$ cat config.mk
export PLATFORM = sky130hd
export DESIGN_NAME = modular_exponentiation_core
export DESIGN_NICKNAME = d
export VERILOG_FILES = /design/src/sv/mexp_pkg.sv /design/src/sv/modular_exponentiation_core.sv /design/src/sv/mexp_reduce.sv /design/src/sv/mexp_datapath.sv /design/src/sv/mexp_ctrl.sv
export VERILOG_INCLUDE_DIRS = /design/src /design/src/sv
export SDC_FILE = /design/constraint.sdc
export NUM_CORES = 2
export LEC_CHECK = 0
export ABC_AREA = 1
export BUFFER_PORTS_ARGS = -buffer_cell sky130_fd_sc_hd__buf_2
export CELL_PAD_IN_SITES_DETAIL_PLACEMENT = 0
export CELL_PAD_IN_SITES_GLOBAL_PLACEMENT = 2
export CORE_MARGIN = 2
export CORE_UTILIZATION = 40
export CTS_CLUSTER_SIZE = 14
export DETAILED_ROUTE_END_ITERATION = 8
export GPL_ROUTABILITY_DRIVEN = 0
export PLACE_DENSITY_LB_ADDON = 0.12
export SETUP_SLACK_MARGIN = 0.15
export SYNTH_ARGS = -nofsm -noshare
export SYNTH_HDL_FRONTEND = slang
export SYNTH_HIERARCHICAL = 1
export SYNTH_SLANG_ARGS = --single-unit
$ cat constraint.sdc
create_clock -name clock -period 12.03 [get_ports clock]
set_clock_uncertainty 0.1 [all_clocks]
set_input_delay 1.203 -clock clock [delete_from_list [all_inputs] [get_ports clock]]
set_output_delay 1.203 -clock clock [all_outputs]
set_load 0.02 [all_outputs]
$ cat src/sv/modular_exponentiation_core_assert.svh
// Assertion macros for the modular exponentiation core.
`ifndef MODULAR_EXPONENTIATION_CORE_ASSERT_SVH
`define MODULAR_EXPONENTIATION_CORE_ASSERT_SVH

// The consequent must hold in the same cycle as the antecedent.
`define MEXP_ASSERT_NOW(label, clk, rst, ante, cons) \
   label: assert property (@(posedge clk) disable iff (rst) (ante) |-> (cons)) \
      else $error("modular exponentiation core: assertion failed");

// The consequent must hold in the cycle after the antecedent.
`define MEXP_ASSERT_NEXT(label, clk, rst, ante, cons) \
   label: assert property (@(posedge clk) disable iff (rst) (ante) |=> (cons)) \
      else $error("modular exponentiation core: assertion failed");

`endif

$ cat src/sv/mexp_pkg.sv
`timescale 1ns / 1ps

package mexp_pkg;

   localparam int MEXP_DATA_WIDTH = 32;
   localparam int MEXP_MOD_WIDTH  = 32;
   localparam int MEXP_EXP_WIDTH  = 32;

   typedef enum logic [3:0] {
      ST_IDLE,
      ST_BASE,
      ST_BASE_WAIT,
      ST_CHECK,
      ST_MUL_SQ,
      ST_RED,
      ST_RED_WAIT,
      ST_FINISH
   } mexp_state_type;

   typedef struct packed {
      logic load;
      logic red_base;
      logic set_sq;
      logic mul_acc;
      logic mul_sq;
      logic red_start;
      logic update;
      logic out_load;
   } mexp_cmd_type;

   typedef struct packed {
      logic mod_zero;
      logic exp_zero;
      logic red_done;
      logic out_free;
   } mexp_status_type;

endpackage

$ cat src/sv/modular_exponentiation_core.sv
`timescale 1ns / 1ps
// Modular exponentiation core: rsp_result = req_base ** req_exponent mod req_modulus.
// A request word carries base, exponent and modulus and is taken when req_valid is
// high and req_stall is low. The core holds req_stall high while it works on a word.
// Each response word carries the result and an error flag that is set, with a zero
// result, when the modulus is zero. Responses leave through an output register, so
// the next request is taken while a finished result waits on rsp_stall.
// The core works on a word in steps: the base reduction, then one step per exponent bit
// up to the highest set bit, then the final check and the output load. The bit-serial
// remainder units set the pace (one product bit per cycle, two units working side by side
// on the accumulator product and the square). A zero modulus skips the base reduction
// and the exponent steps. One word is in work at a time.
// A stalled response holds its value until taken. Reset is synchronous; it empties
// the output register and returns the controller to idle.
`include "modular_exponentiation_core_assert.svh"

module modular_exponentiation_core import mexp_pkg::*; #(
   parameter int MOD_WIDTH = MEXP_MOD_WIDTH,
   parameter int EXP_WIDTH = MEXP_EXP_WIDTH
) (
   input  logic                       clock,
   input  logic                       reset,
   input  logic                       req_valid,
   output logic                       req_stall,
   input  logic [MEXP_DATA_WIDTH-1:0] req_base,
   input  logic [MEXP_DATA_WIDTH-1:0] req_exponent,
   input  logic [MEXP_DATA_WIDTH-1:0] req_modulus,
   output logic                       rsp_valid,
   input  logic                       rsp_stall,
   output logic [MEXP_DATA_WIDTH-1:0] rsp_result,
   output logic                       rsp_error
);

   localparam int ExpBits = (EXP_WIDTH > MEXP_DATA_WIDTH) ? MEXP_DATA_WIDTH : EXP_WIDTH;

   mexp_cmd_type    cmd;
   mexp_status_type status;

   mexp_ctrl u_ctrl (
      .clock     (clock),
      .reset     (reset),
      .req_valid (req_valid),
      .req_stall (req_stall),
      .status    (status),
      .cmd       (cmd)
   );

   mexp_datapath #(.MW(MOD_WIDTH), .EW(ExpBits)) u_datapath (
      .clock        (clock),
      .reset        (reset),
      .cmd          (cmd),
      .status       (status),
      .req_base     (req_base),
      .req_exponent (req_exponent),
      .req_modulus  (req_modulus),
      .rsp_stall    (rsp_stall),
      .rsp_valid    (rsp_valid),
      .rsp_result   (rsp_result),
      .rsp_error    (rsp_error)
   );

   `MEXP_ASSERT_NOW(a_error_zero, clock, reset, rsp_valid && rsp_error, rsp_result == '0)
   `MEXP_ASSERT_NEXT(a_busy_after_accept, clock, reset, req_valid && !req_stall, req_stall)
   `MEXP_ASSERT_NOW(a_load_from_finish, clock, reset, cmd.out_load, status.out_free && req_stall)

endmodule

$ cat src/sv/mexp_reduce.sv
`timescale 1ns / 1ps

module mexp_reduce import mexp_pkg::*; #(
   parameter int MW = MEXP_MOD_WIDTH
) (
   input  logic            clock,
   input  logic            reset,
   input  logic            start,
   input  logic [2*MW-1:0] product,
   input  logic [MW-1:0]   modulus,
   output logic            done,
   output logic [MW-1:0]   remainder
);

   localparam int CntW = $clog2(2 * MW + 1);

   logic [2*MW-1:0] shift_ff, shift_in;
   logic [MW-1:0]   rem_ff, rem_in;
   logic [CntW-1:0] cnt_ff, cnt_in;
   logic [MW:0]     trial;
   logic [MW+1:0]   diff;

   assign trial = {rem_ff, shift_ff[2*MW-1]};
   assign diff  = {1'b0, trial} - {2'b00, modulus};

   always_comb begin
      shift_in = shift_ff;
      rem_in   = rem_ff;
      cnt_in   = cnt_ff;
      if (start) begin
         shift_in = product;
         rem_in   = '0;
         cnt_in   = CntW'(2 * MW);
      end else if (cnt_ff != '0) begin
         shift_in = shift_ff << 1;
         rem_in   = diff[MW+1] ? trial[MW-1:0] : diff[MW-1:0];
         cnt_in   = cnt_ff - 1'b1;
      end
   end

   always_ff @(posedge clock) begin
      if (reset) begin
         cnt_ff <= '0;
      end else begin
         cnt_ff <= cnt_in;
      end
   end

   always_ff @(posedge clock) begin
      shift_ff <= shift_in;
      rem_ff   <= rem_in;
   end

   assign done      = (cnt_ff == '0);
   assign remainder = rem_ff;

endmodule

$ cat src/sv/mexp_datapath.sv
`timescale 1ns / 1ps

module mexp_datapath import mexp_pkg::*; #(
   parameter int MW = MEXP_MOD_WIDTH,
   parameter int EW = MEXP_EXP_WIDTH
) (
   input  logic                       clock,
   input  logic                       reset,
   input  mexp_cmd_type               cmd,
   output mexp_status_type            status,
   input  logic [MEXP_DATA_WIDTH-1:0] req_base,
   input  logic [MEXP_DATA_WIDTH-1:0] req_exponent,
   input  logic [MEXP_DATA_WIDTH-1:0] req_modulus,
   input  logic                       rsp_stall,
   output logic                       rsp_valid,
   output logic [MEXP_DATA_WIDTH-1:0] rsp_result,
   output logic                       rsp_error
);

   logic [MW-1:0]   acc_ff, acc_in;
   logic [MW-1:0]   sq_ff, sq_in;
   logic [MW-1:0]   mod_ff, mod_in;
   logic [EW-1:0]   exp_ff, exp_in;
   logic [2*MW-1:0] pa_ff, pa_in;
   logic [2*MW-1:0] pb_ff, pb_in;
   logic [MW-1:0]   mul_a;
   logic [2*MW-1:0] prod;
   logic [2*MW-1:0] red_b_in;
   logic            done_a, done_b;
   logic [MW-1:0]   rem_a, rem_b;
   logic                       valid_ff, valid_in;
   logic [MEXP_DATA_WIDTH-1:0] result_ff, result_in;
   logic                       error_ff, error_in;

   assign mul_a    = cmd.mul_acc ? acc_ff : sq_ff;
   assign prod     = (2 * MW)'(mul_a) * (2 * MW)'(sq_ff);
   assign red_b_in = cmd.red_base ? (2 * MW)'(sq_ff) : pb_ff;

   mexp_reduce #(.MW(MW)) u_reduce_a (
      .clock     (clock),
      .reset     (reset),
      .start     (cmd.red_start),
      .product   (pa_ff),
      .modulus   (mod_ff),
      .done      (done_a),
      .remainder (rem_a)
   );

   mexp_reduce #(.MW(MW)) u_reduce_b (
      .clock     (clock),
      .reset     (reset),
      .start     (cmd.red_start | cmd.red_base),
      .product   (red_b_in),
      .modulus   (mod_ff),
      .done      (done_b),
      .remainder (rem_b)
   );

   always_comb begin
      acc_in = acc_ff;
      sq_in  = sq_ff;
      mod_in = mod_ff;
      exp_in = exp_ff;
      pa_in  = pa_ff;
      pb_in  = pb_ff;
      if (cmd.load) begin
         sq_in  = req_base[MW-1:0];
         exp_in = req_exponent[EW-1:0];
         mod_in = req_modulus[MW-1:0];
         acc_in = (req_modulus[MW-1:0] == MW'(1)) ? '0 : MW'(1);
      end
      if (cmd.set_sq) begin
         sq_in = rem_b;
      end
      if (cmd.mul_acc) begin
         pa_in = prod;
      end
      if (cmd.mul_sq) begin
         pb_in = prod;
      end
      if (cmd.update) begin
         if (exp_ff[0]) begin
            acc_in = rem_a;
         end
         sq_in  = rem_b;
         exp_in = exp_ff >> 1;
      end
   end

   always_ff @(posedge clock) begin
      acc_ff <= acc_in;
      sq_ff  <= sq_in;
      mod_ff <= mod_in;
      exp_ff <= exp_in;
      pa_ff  <= pa_in;
      pb_ff  <= pb_in;
   end

   always_comb begin
      valid_in  = valid_ff & rsp_stall;
      result_in = result_ff;
      error_in  = error_ff;
      if (cmd.out_load) begin
         valid_in  = 1'b1;
         result_in = status.mod_zero ? '0 : MEXP_DATA_WIDTH'(acc_ff);
         error_in  = status.mod_zero;
      end
   end

   always_ff @(posedge clock) begin
      if (reset) begin
         valid_ff <= 1'b0;
      end else begin
         valid_ff <= valid_in;
      end
   end

   always_ff @(posedge clock) begin
      result_ff <= result_in;
      error_ff  <= error_in;
   end

   assign status.mod_zero = (mod_ff == '0);
   assign status.exp_zero = (exp_ff == '0);
   assign status.red_done = done_a & done_b;
   assign status.out_free = ~valid_ff | ~rsp_stall;

   assign rsp_valid  = valid_ff;
   assign rsp_result = result_ff;
   assign rsp_error  = error_ff;

endmodule

$ cat src/sv/mexp_ctrl.sv
`timescale 1ns / 1ps

module mexp_ctrl import mexp_pkg::*; (
   input  logic            clock,
   input  logic            reset,
   input  logic            req_valid,
   output logic            req_stall,
   input  mexp_status_type status,
   output mexp_cmd_type    cmd
);

   mexp_state_type state_ff, state_in;

   always_ff @(posedge clock) begin
      if (reset) begin
         state_ff <= ST_IDLE;
      end else begin
         state_ff <= state_in;
      end
   end

   always_comb begin
      state_in = state_ff;
      cmd      = '0;
      unique case (state_ff)
         ST_IDLE: begin
            if (req_valid) begin
               cmd.load = 1'b1;
               state_in = ST_BASE;
            end
         end
         ST_BASE: begin
            if (status.mod_zero) begin
               state_in = ST_FINISH;
            end else begin
               cmd.red_base = 1'b1;
               state_in     = ST_BASE_WAIT;
            end
         end
         ST_BASE_WAIT: begin
            if (status.red_done) begin
               cmd.set_sq = 1'b1;
               state_in   = ST_CHECK;
            end
         end
         ST_CHECK: begin
            if (status.exp_zero) begin
               state_in = ST_FINISH;
            end else begin
               cmd.mul_acc = 1'b1;
               state_in    = ST_MUL_SQ;
            end
         end
         ST_MUL_SQ: begin
            cmd.mul_sq = 1'b1;
            state_in   = ST_RED;
         end
         ST_RED: begin
            cmd.red_start = 1'b1;
            state_in      = ST_RED_WAIT;
         end
         ST_RED_WAIT: begin
            if (status.red_done) begin
               cmd.update = 1'b1;
               state_in   = ST_CHECK;
            end
         end
         ST_FINISH: begin
            if (status.out_free) begin
               cmd.out_load = 1'b1;
               state_in     = ST_IDLE;
            end
         end
         default: begin
            state_in = ST_IDLE;
         end
      endcase
   end

   assign req_stall = (state_ff != ST_IDLE);

endmodule

* Word level (Yosys, flattened, before mapping)
Cells that the tools add are included.
** Cells by class
- Add/sub/neg operators :: 4
- Multiply operators :: 1
- Equality and inequality tests :: 11
- Mux-type cells :: 41
- Bitwise operators :: 6
- Reductions and logical operators :: 16
** Operators by type and width (count)
- 64-bit two-way mux :: 5
- 32-bit two-way mux :: 9
- 33-bit by 32-bit subtractor with 34-bit output :: 2
- 32-bit zero test :: 2
- 32-bit by 32-bit multiplier with 64-bit output :: 1
- 31-bit two-way mux :: 2
- 32-bit by 1-bit == test with 1-bit output, second input constant :: 1
- 7-bit two-way mux :: 4
- 4-bit case mux with 7 select lines :: 1
- 4-bit by 3-bit == test with 1-bit output, second input constant :: 4
- 1-bit two-way mux :: 15
- 7-bit zero test :: 2
- 7-bit nonzero test :: 2
- 7-bit by 1-bit subtractor with 7-bit output, second input constant :: 2
- 4-bit two-way mux :: 3
- 4-bit by 2-bit == test with 1-bit output, second input constant :: 2
- 2-bit nonzero test :: 3
- 2-bit OR reduction :: 3
- 4-bit by 1-bit == test with 1-bit output, second input constant :: 1
- 4-bit zero test :: 1
- 2-bit inequality test, second input constant :: 2
- 4-bit nonzero test :: 1
- 3-bit two-way mux :: 1
- 3-bit AND reduction :: 1
- 6 further kinds :: 9
** Storage, ports and cells
- Bits in registers :: 500
- Output and inout port bits :: 35
- Word-level logic and storage cells :: 98

* Longest topological paths before layout
- Word-level depth :: 6
- Depth in mapped cells :: 39

* Hierarchy
Netlist, hierarchy kept.
** By module, submodules not included
- mexp_datapath :: instances 1, cells an instance 5241, area an instance 45193.3 µm²
- mexp_reduce at u_datapath.u_reduce_a :: instances 1, cells an instance 1098, area an instance 7304.5 µm²
- mexp_reduce at u_datapath.u_reduce_b :: instances 1, cells an instance 1096, area an instance 7270.7 µm²
- mexp_ctrl :: instances 1, cells an instance 45, area an instance 271.5 µm²

* Worst setup path after synthesis
Ideal clock, no wire load.
- Path type :: reg2reg
- Start point :: register u_ctrl.state_ff[2]
- End point :: register u_datapath.pa_ff[60] (data pin)
- Data arrival time :: 9.909 ns
- Setup slack :: 1.765 ns
- Stages on the path, launching flop included :: 35
- Path buffers :: 3
- Cells stage by stage :: dfxtp_1 inv_2 nand3_1 nor2_1 inv_2 buf_4 buf_2 nand2_1 o21a_1 buf_2 nand2_1 fa_1 inv_1 fa_1 fa_1 inv_1 fa_1 inv_1 fa_1 fa_1 fa_1 inv_1 fa_1 inv_1 ha_1 nand2_1 inv_1 a21oi_1 nand2_1 nand2_1 nand2_1 a21oi_1 nand2_1 nand2_1 nand2_1
** RTL lines
- from (decl) :: line mexp_ctrl.sv:12 : mexp_state_type state_ff, state_in;
- from (signal assigned) :: line mexp_ctrl.sv:18 : state_ff <= state_in;
- to (signal assigned) :: line mexp_datapath.sv:95 : pa_ff <= pa_in;
- to (decl) :: line mexp_datapath.sv:24 : logic [2*MW-1:0] pa_ff, pa_in;

==> metrics.md <==
| Metric | Value |
|---|---|
| Crit path kind | `flop to flop` |
| Die Ht | `between 300 and 400 um` |
| Detailed placer's ending HPWL | `roughly 180 mm` |
| Die Wd | `just under 400 um` |
| Post-route DRC | `0` |
| Seq/Total Area, Yosys | `0.230` |
| Max incr delay on CP | `slightly above 0.6 ns` |
| Final Critical Period | `approximately 10 ns` |
| Max-slew violations | `0` |
| YS warnings | `6` |
| Mapped cell area | `roughly 60000 sq um` |
| Max Clk Rate | `0.100 GHz` |
| Clock root cell | `clkbuf_16` |
| Worst path arrival time | `around 10 ns` |
| Synthesis-to-finish area growth | `8.10%` |
| Most used cell, CP | `fa_1` |
| Critical Path Source Type | `flop` |
| Post-CTS sizing | `0` |
| Critical Path RT | `~12 ns` |
| Clock buffer depth | `3` |
| Reg2reg path depth | `34` |
| Die area | `153000 sq um` |
| Mean area per synthesized cell | `8.03 sq um` |
| Hold_buf cts | `0` |
| Total GRT Usage | `0.304` |
| # rows | `approximately 140` |
| Slew @ Worst Pin | `around 1.2 ns` |
| GR Overflow Total | `0` |
| Postcts setup bufs | `0` |
| Slowest stage cell on the critical path | `fa_1` |
| First-pass GRT wire length | `approximately 340 mm` |
| Final hold violation count | `0` |
| H-tree levels | `2` |
| Reported max-cap violation count | `0` |
| FILL cells | `about 15k` |
| Pin count of the biggest net entering global routing | `75` |
| Drt first pass iters | `5` |
| Final setup viols | `0` |
| Unique masters post-synth | `46` |
| R2r endpoint | `u_datapath/pa_ff[50]` |
| CTS tree | `yes` |
| Nets@finish | `8852` |
| Worst setup path startpoint | `u_datapath/exp_ff[8]` |
| Crit end category | `flop` |
| Synth area leaders | `fa_1 (30%), edfxtp_1 (19%), nand2_1 (14%)` |
| Share of layout cells above drive strength 1 | `0.0735` |
| Worst skew pair latency | `just under 0.7 ns` |
| Relative slew slack | `0.175` |
| Setup crit end | `u_datapath/pa_ff[50]` |
| Synthesized Nets | `8807` |
| Via density | `approximately 5.1` |
| DRT antenna net count | `0` |
| Post-synthesis register bit count | `about 500` |
| CP max FO | `21` |
| Port buffer count | `134` |
| Core ar. | `about 150000 sq um` |
| Clock transition at the registers of the reported paths | `0.06 ns` |
| Post-synth top area share | `0.299` |
| Synth area leader | `fa_1` |
| Vias | `between 40k and 50k` |
| Status | `finished, final reports clean` |
| CTS sink cnt | `499` |
| IO Pins | `between 100 and 150` |
| Setup tns final | `0 ns` |
| Initial DRC count | `3548` |
| Starting Density | `0.402` |
| Cts bufs inserted | `61` |
| Mapped Cells | `approximately 7.5k` |
| Tcrit/Tclk final | `0.831` |
| Avg WL per Cell | `23.8 um` |
| R2r startpoint | `u_datapath/exp_ff[8]` |
| Routed wire length | `between 200 and 250 mm` |
| Hold Path Class | `flop to flop` |
| Reg-to-reg slack, setup | `between 2 and 2.5 ns` |
| RSZ-0062 raised after global routing | `no` |
| Vias in the first global route | `50.8k` |
| Final core occ | `0.434` |
| Antenna violations before repair | `8` |
-- cell usage in the layout (no fill, tap or decap), types with 32 or more instances in the layout --
cell          n
inv_2        43
nor2_1      854
xnor2_1      34
nand2_1    2162
inv_1      1622
clkbuf_16    62
fa_1        898
buf_2       134
edfxtp_1    384
dfxtp_1     115
nand3_1     192
ha_1        329
o21ai_0      64
a21oi_1     107
mux2_2       32
xor2_1       37
buf_4       118
nand4_1      35
-- cell type report --
class                           instances  area (sq um)  area share
Multi-Input combinational cell       5031         38700       0.596
Timing Repair Buffer                  252          1560      0.0240
Clock buffer                           72          1590      0.0245
Tap cell                             2016          2520      0.0389
Clock inverter                         44           393     0.00605
Inverter                             1680          6310      0.0973
Antenna cell                            3          7.51    0.000116
Sequential cell                       499         13800       0.213
-- how the worst min path moves through the flow --
stage                                        from                            endpoint  slack (ns)  cells past startpoint
2_1_floorplan     u_datapath/u_reduce_a/cnt_ff[6]     u_datapath/u_reduce_a/cnt_ff[6]        0.35                      2
3_3_place_gp      u_datapath/u_reduce_a/cnt_ff[6]     u_datapath/u_reduce_a/cnt_ff[6]        0.36                      2
3_5_place_dp      u_datapath/u_reduce_a/cnt_ff[6]     u_datapath/u_reduce_a/cnt_ff[6]        0.37                      2
4_1_cts           u_datapath/u_reduce_a/cnt_ff[6]     u_datapath/u_reduce_a/cnt_ff[6]        0.38                      2
5_1_grt        u_datapath/u_reduce_a/shift_ff[13]  u_datapath/u_reduce_a/shift_ff[14]        0.41                      2
6_report          u_datapath/u_reduce_a/cnt_ff[6]     u_datapath/u_reduce_a/cnt_ff[6]        0.37                      2
-- cells in the mapped netlist, drive strengths merged --
cell / n
a21o: 1
a21oi: 124
and2: 6
buf: 127
clkbuf: 143
clkinv: 7
dfxtp: 115
edfxtp: 384
fa: 898
ha: 329
inv: 1673
mux2: 32
nand2: 2186
nand3: 216
nand3b: 10
nand4: 35
nor2: 901
nor3: 28
nor3b: 2
nor4: 25
o21a: 30
o21ai: 82
o21bai: 19
o31ai: 31
or2: 5
xnor2: 34
xor2: 37
-- routing by layer --
layer  wire length [um]  vias up  part of all wire  GRT usage
met2             109000     1671              0.48      0.519
met3              12600      469             0.055     0.0343
li1                   -    22194                 -          -
met4              13100        8             0.057      0.147
met5                 60        -           0.00026          0
met1              93500    24205              0.41      0.383
-- critical path: cells and delay by family, from the launching register on --
kind | cells | cell delay, ns
buffers and inverters | 10 | 2.12
adder cells (fa/ha/maj) | 9 | 4.55
flip-flops | 1 | 0.39
AO/OA/AOI/OAI | 1 | 0.12
AND/OR/NAND/NOR | 14 | 2.35
-- registers in the layout, summed over array words and instances (netlist names), 32 cells and up --
register,flops
u_datapath/sq_ff,32
u_datapath/acc_ff,32
u_datapath/rsp_result,32
u_datapath/mod_ff,32
u_datapath/pa_ff,64
u_datapath/u_reduce_a/remainder,32
u_datapath/u_reduce_a/shift_ff,64
u_datapath/u_reduce_b/remainder,32
u_datapath/exp_ff,32
u_datapath/u_reduce_b/shift_ff,64
u_datapath/pb_ff,64
-- kinds of logic after synthesis --
kind of cell / share of synthesized area
AND/OR/NAND/NOR: 0.230
buffers and inverters: 0.126
adder cells (fa/ha/maj): 0.368
flip-flops: 0.230
AO/OA/AOI/OAI: 0.0288
XOR/XNOR: 0.0104
multiplexers: 0.00600
-- per-stage QoR --
stage	hold slack, ns	cells	area, sq um	setup slack [ns]
final	0.373	9597	64900	2.04
after global routing	0.413	9594	64900	1.67
after CTS	0.377	9594	64900	2.04
after detailed placement	0.367	9478	62900	2.11
after global placement	0.361	9478	62900	2.18
after floorplan	0.345	7480	60000	1.76
Power is left out: the tool's default activity adds up to more than one toggle a clock period on the data nets, which glitch-free logic cannot reach.
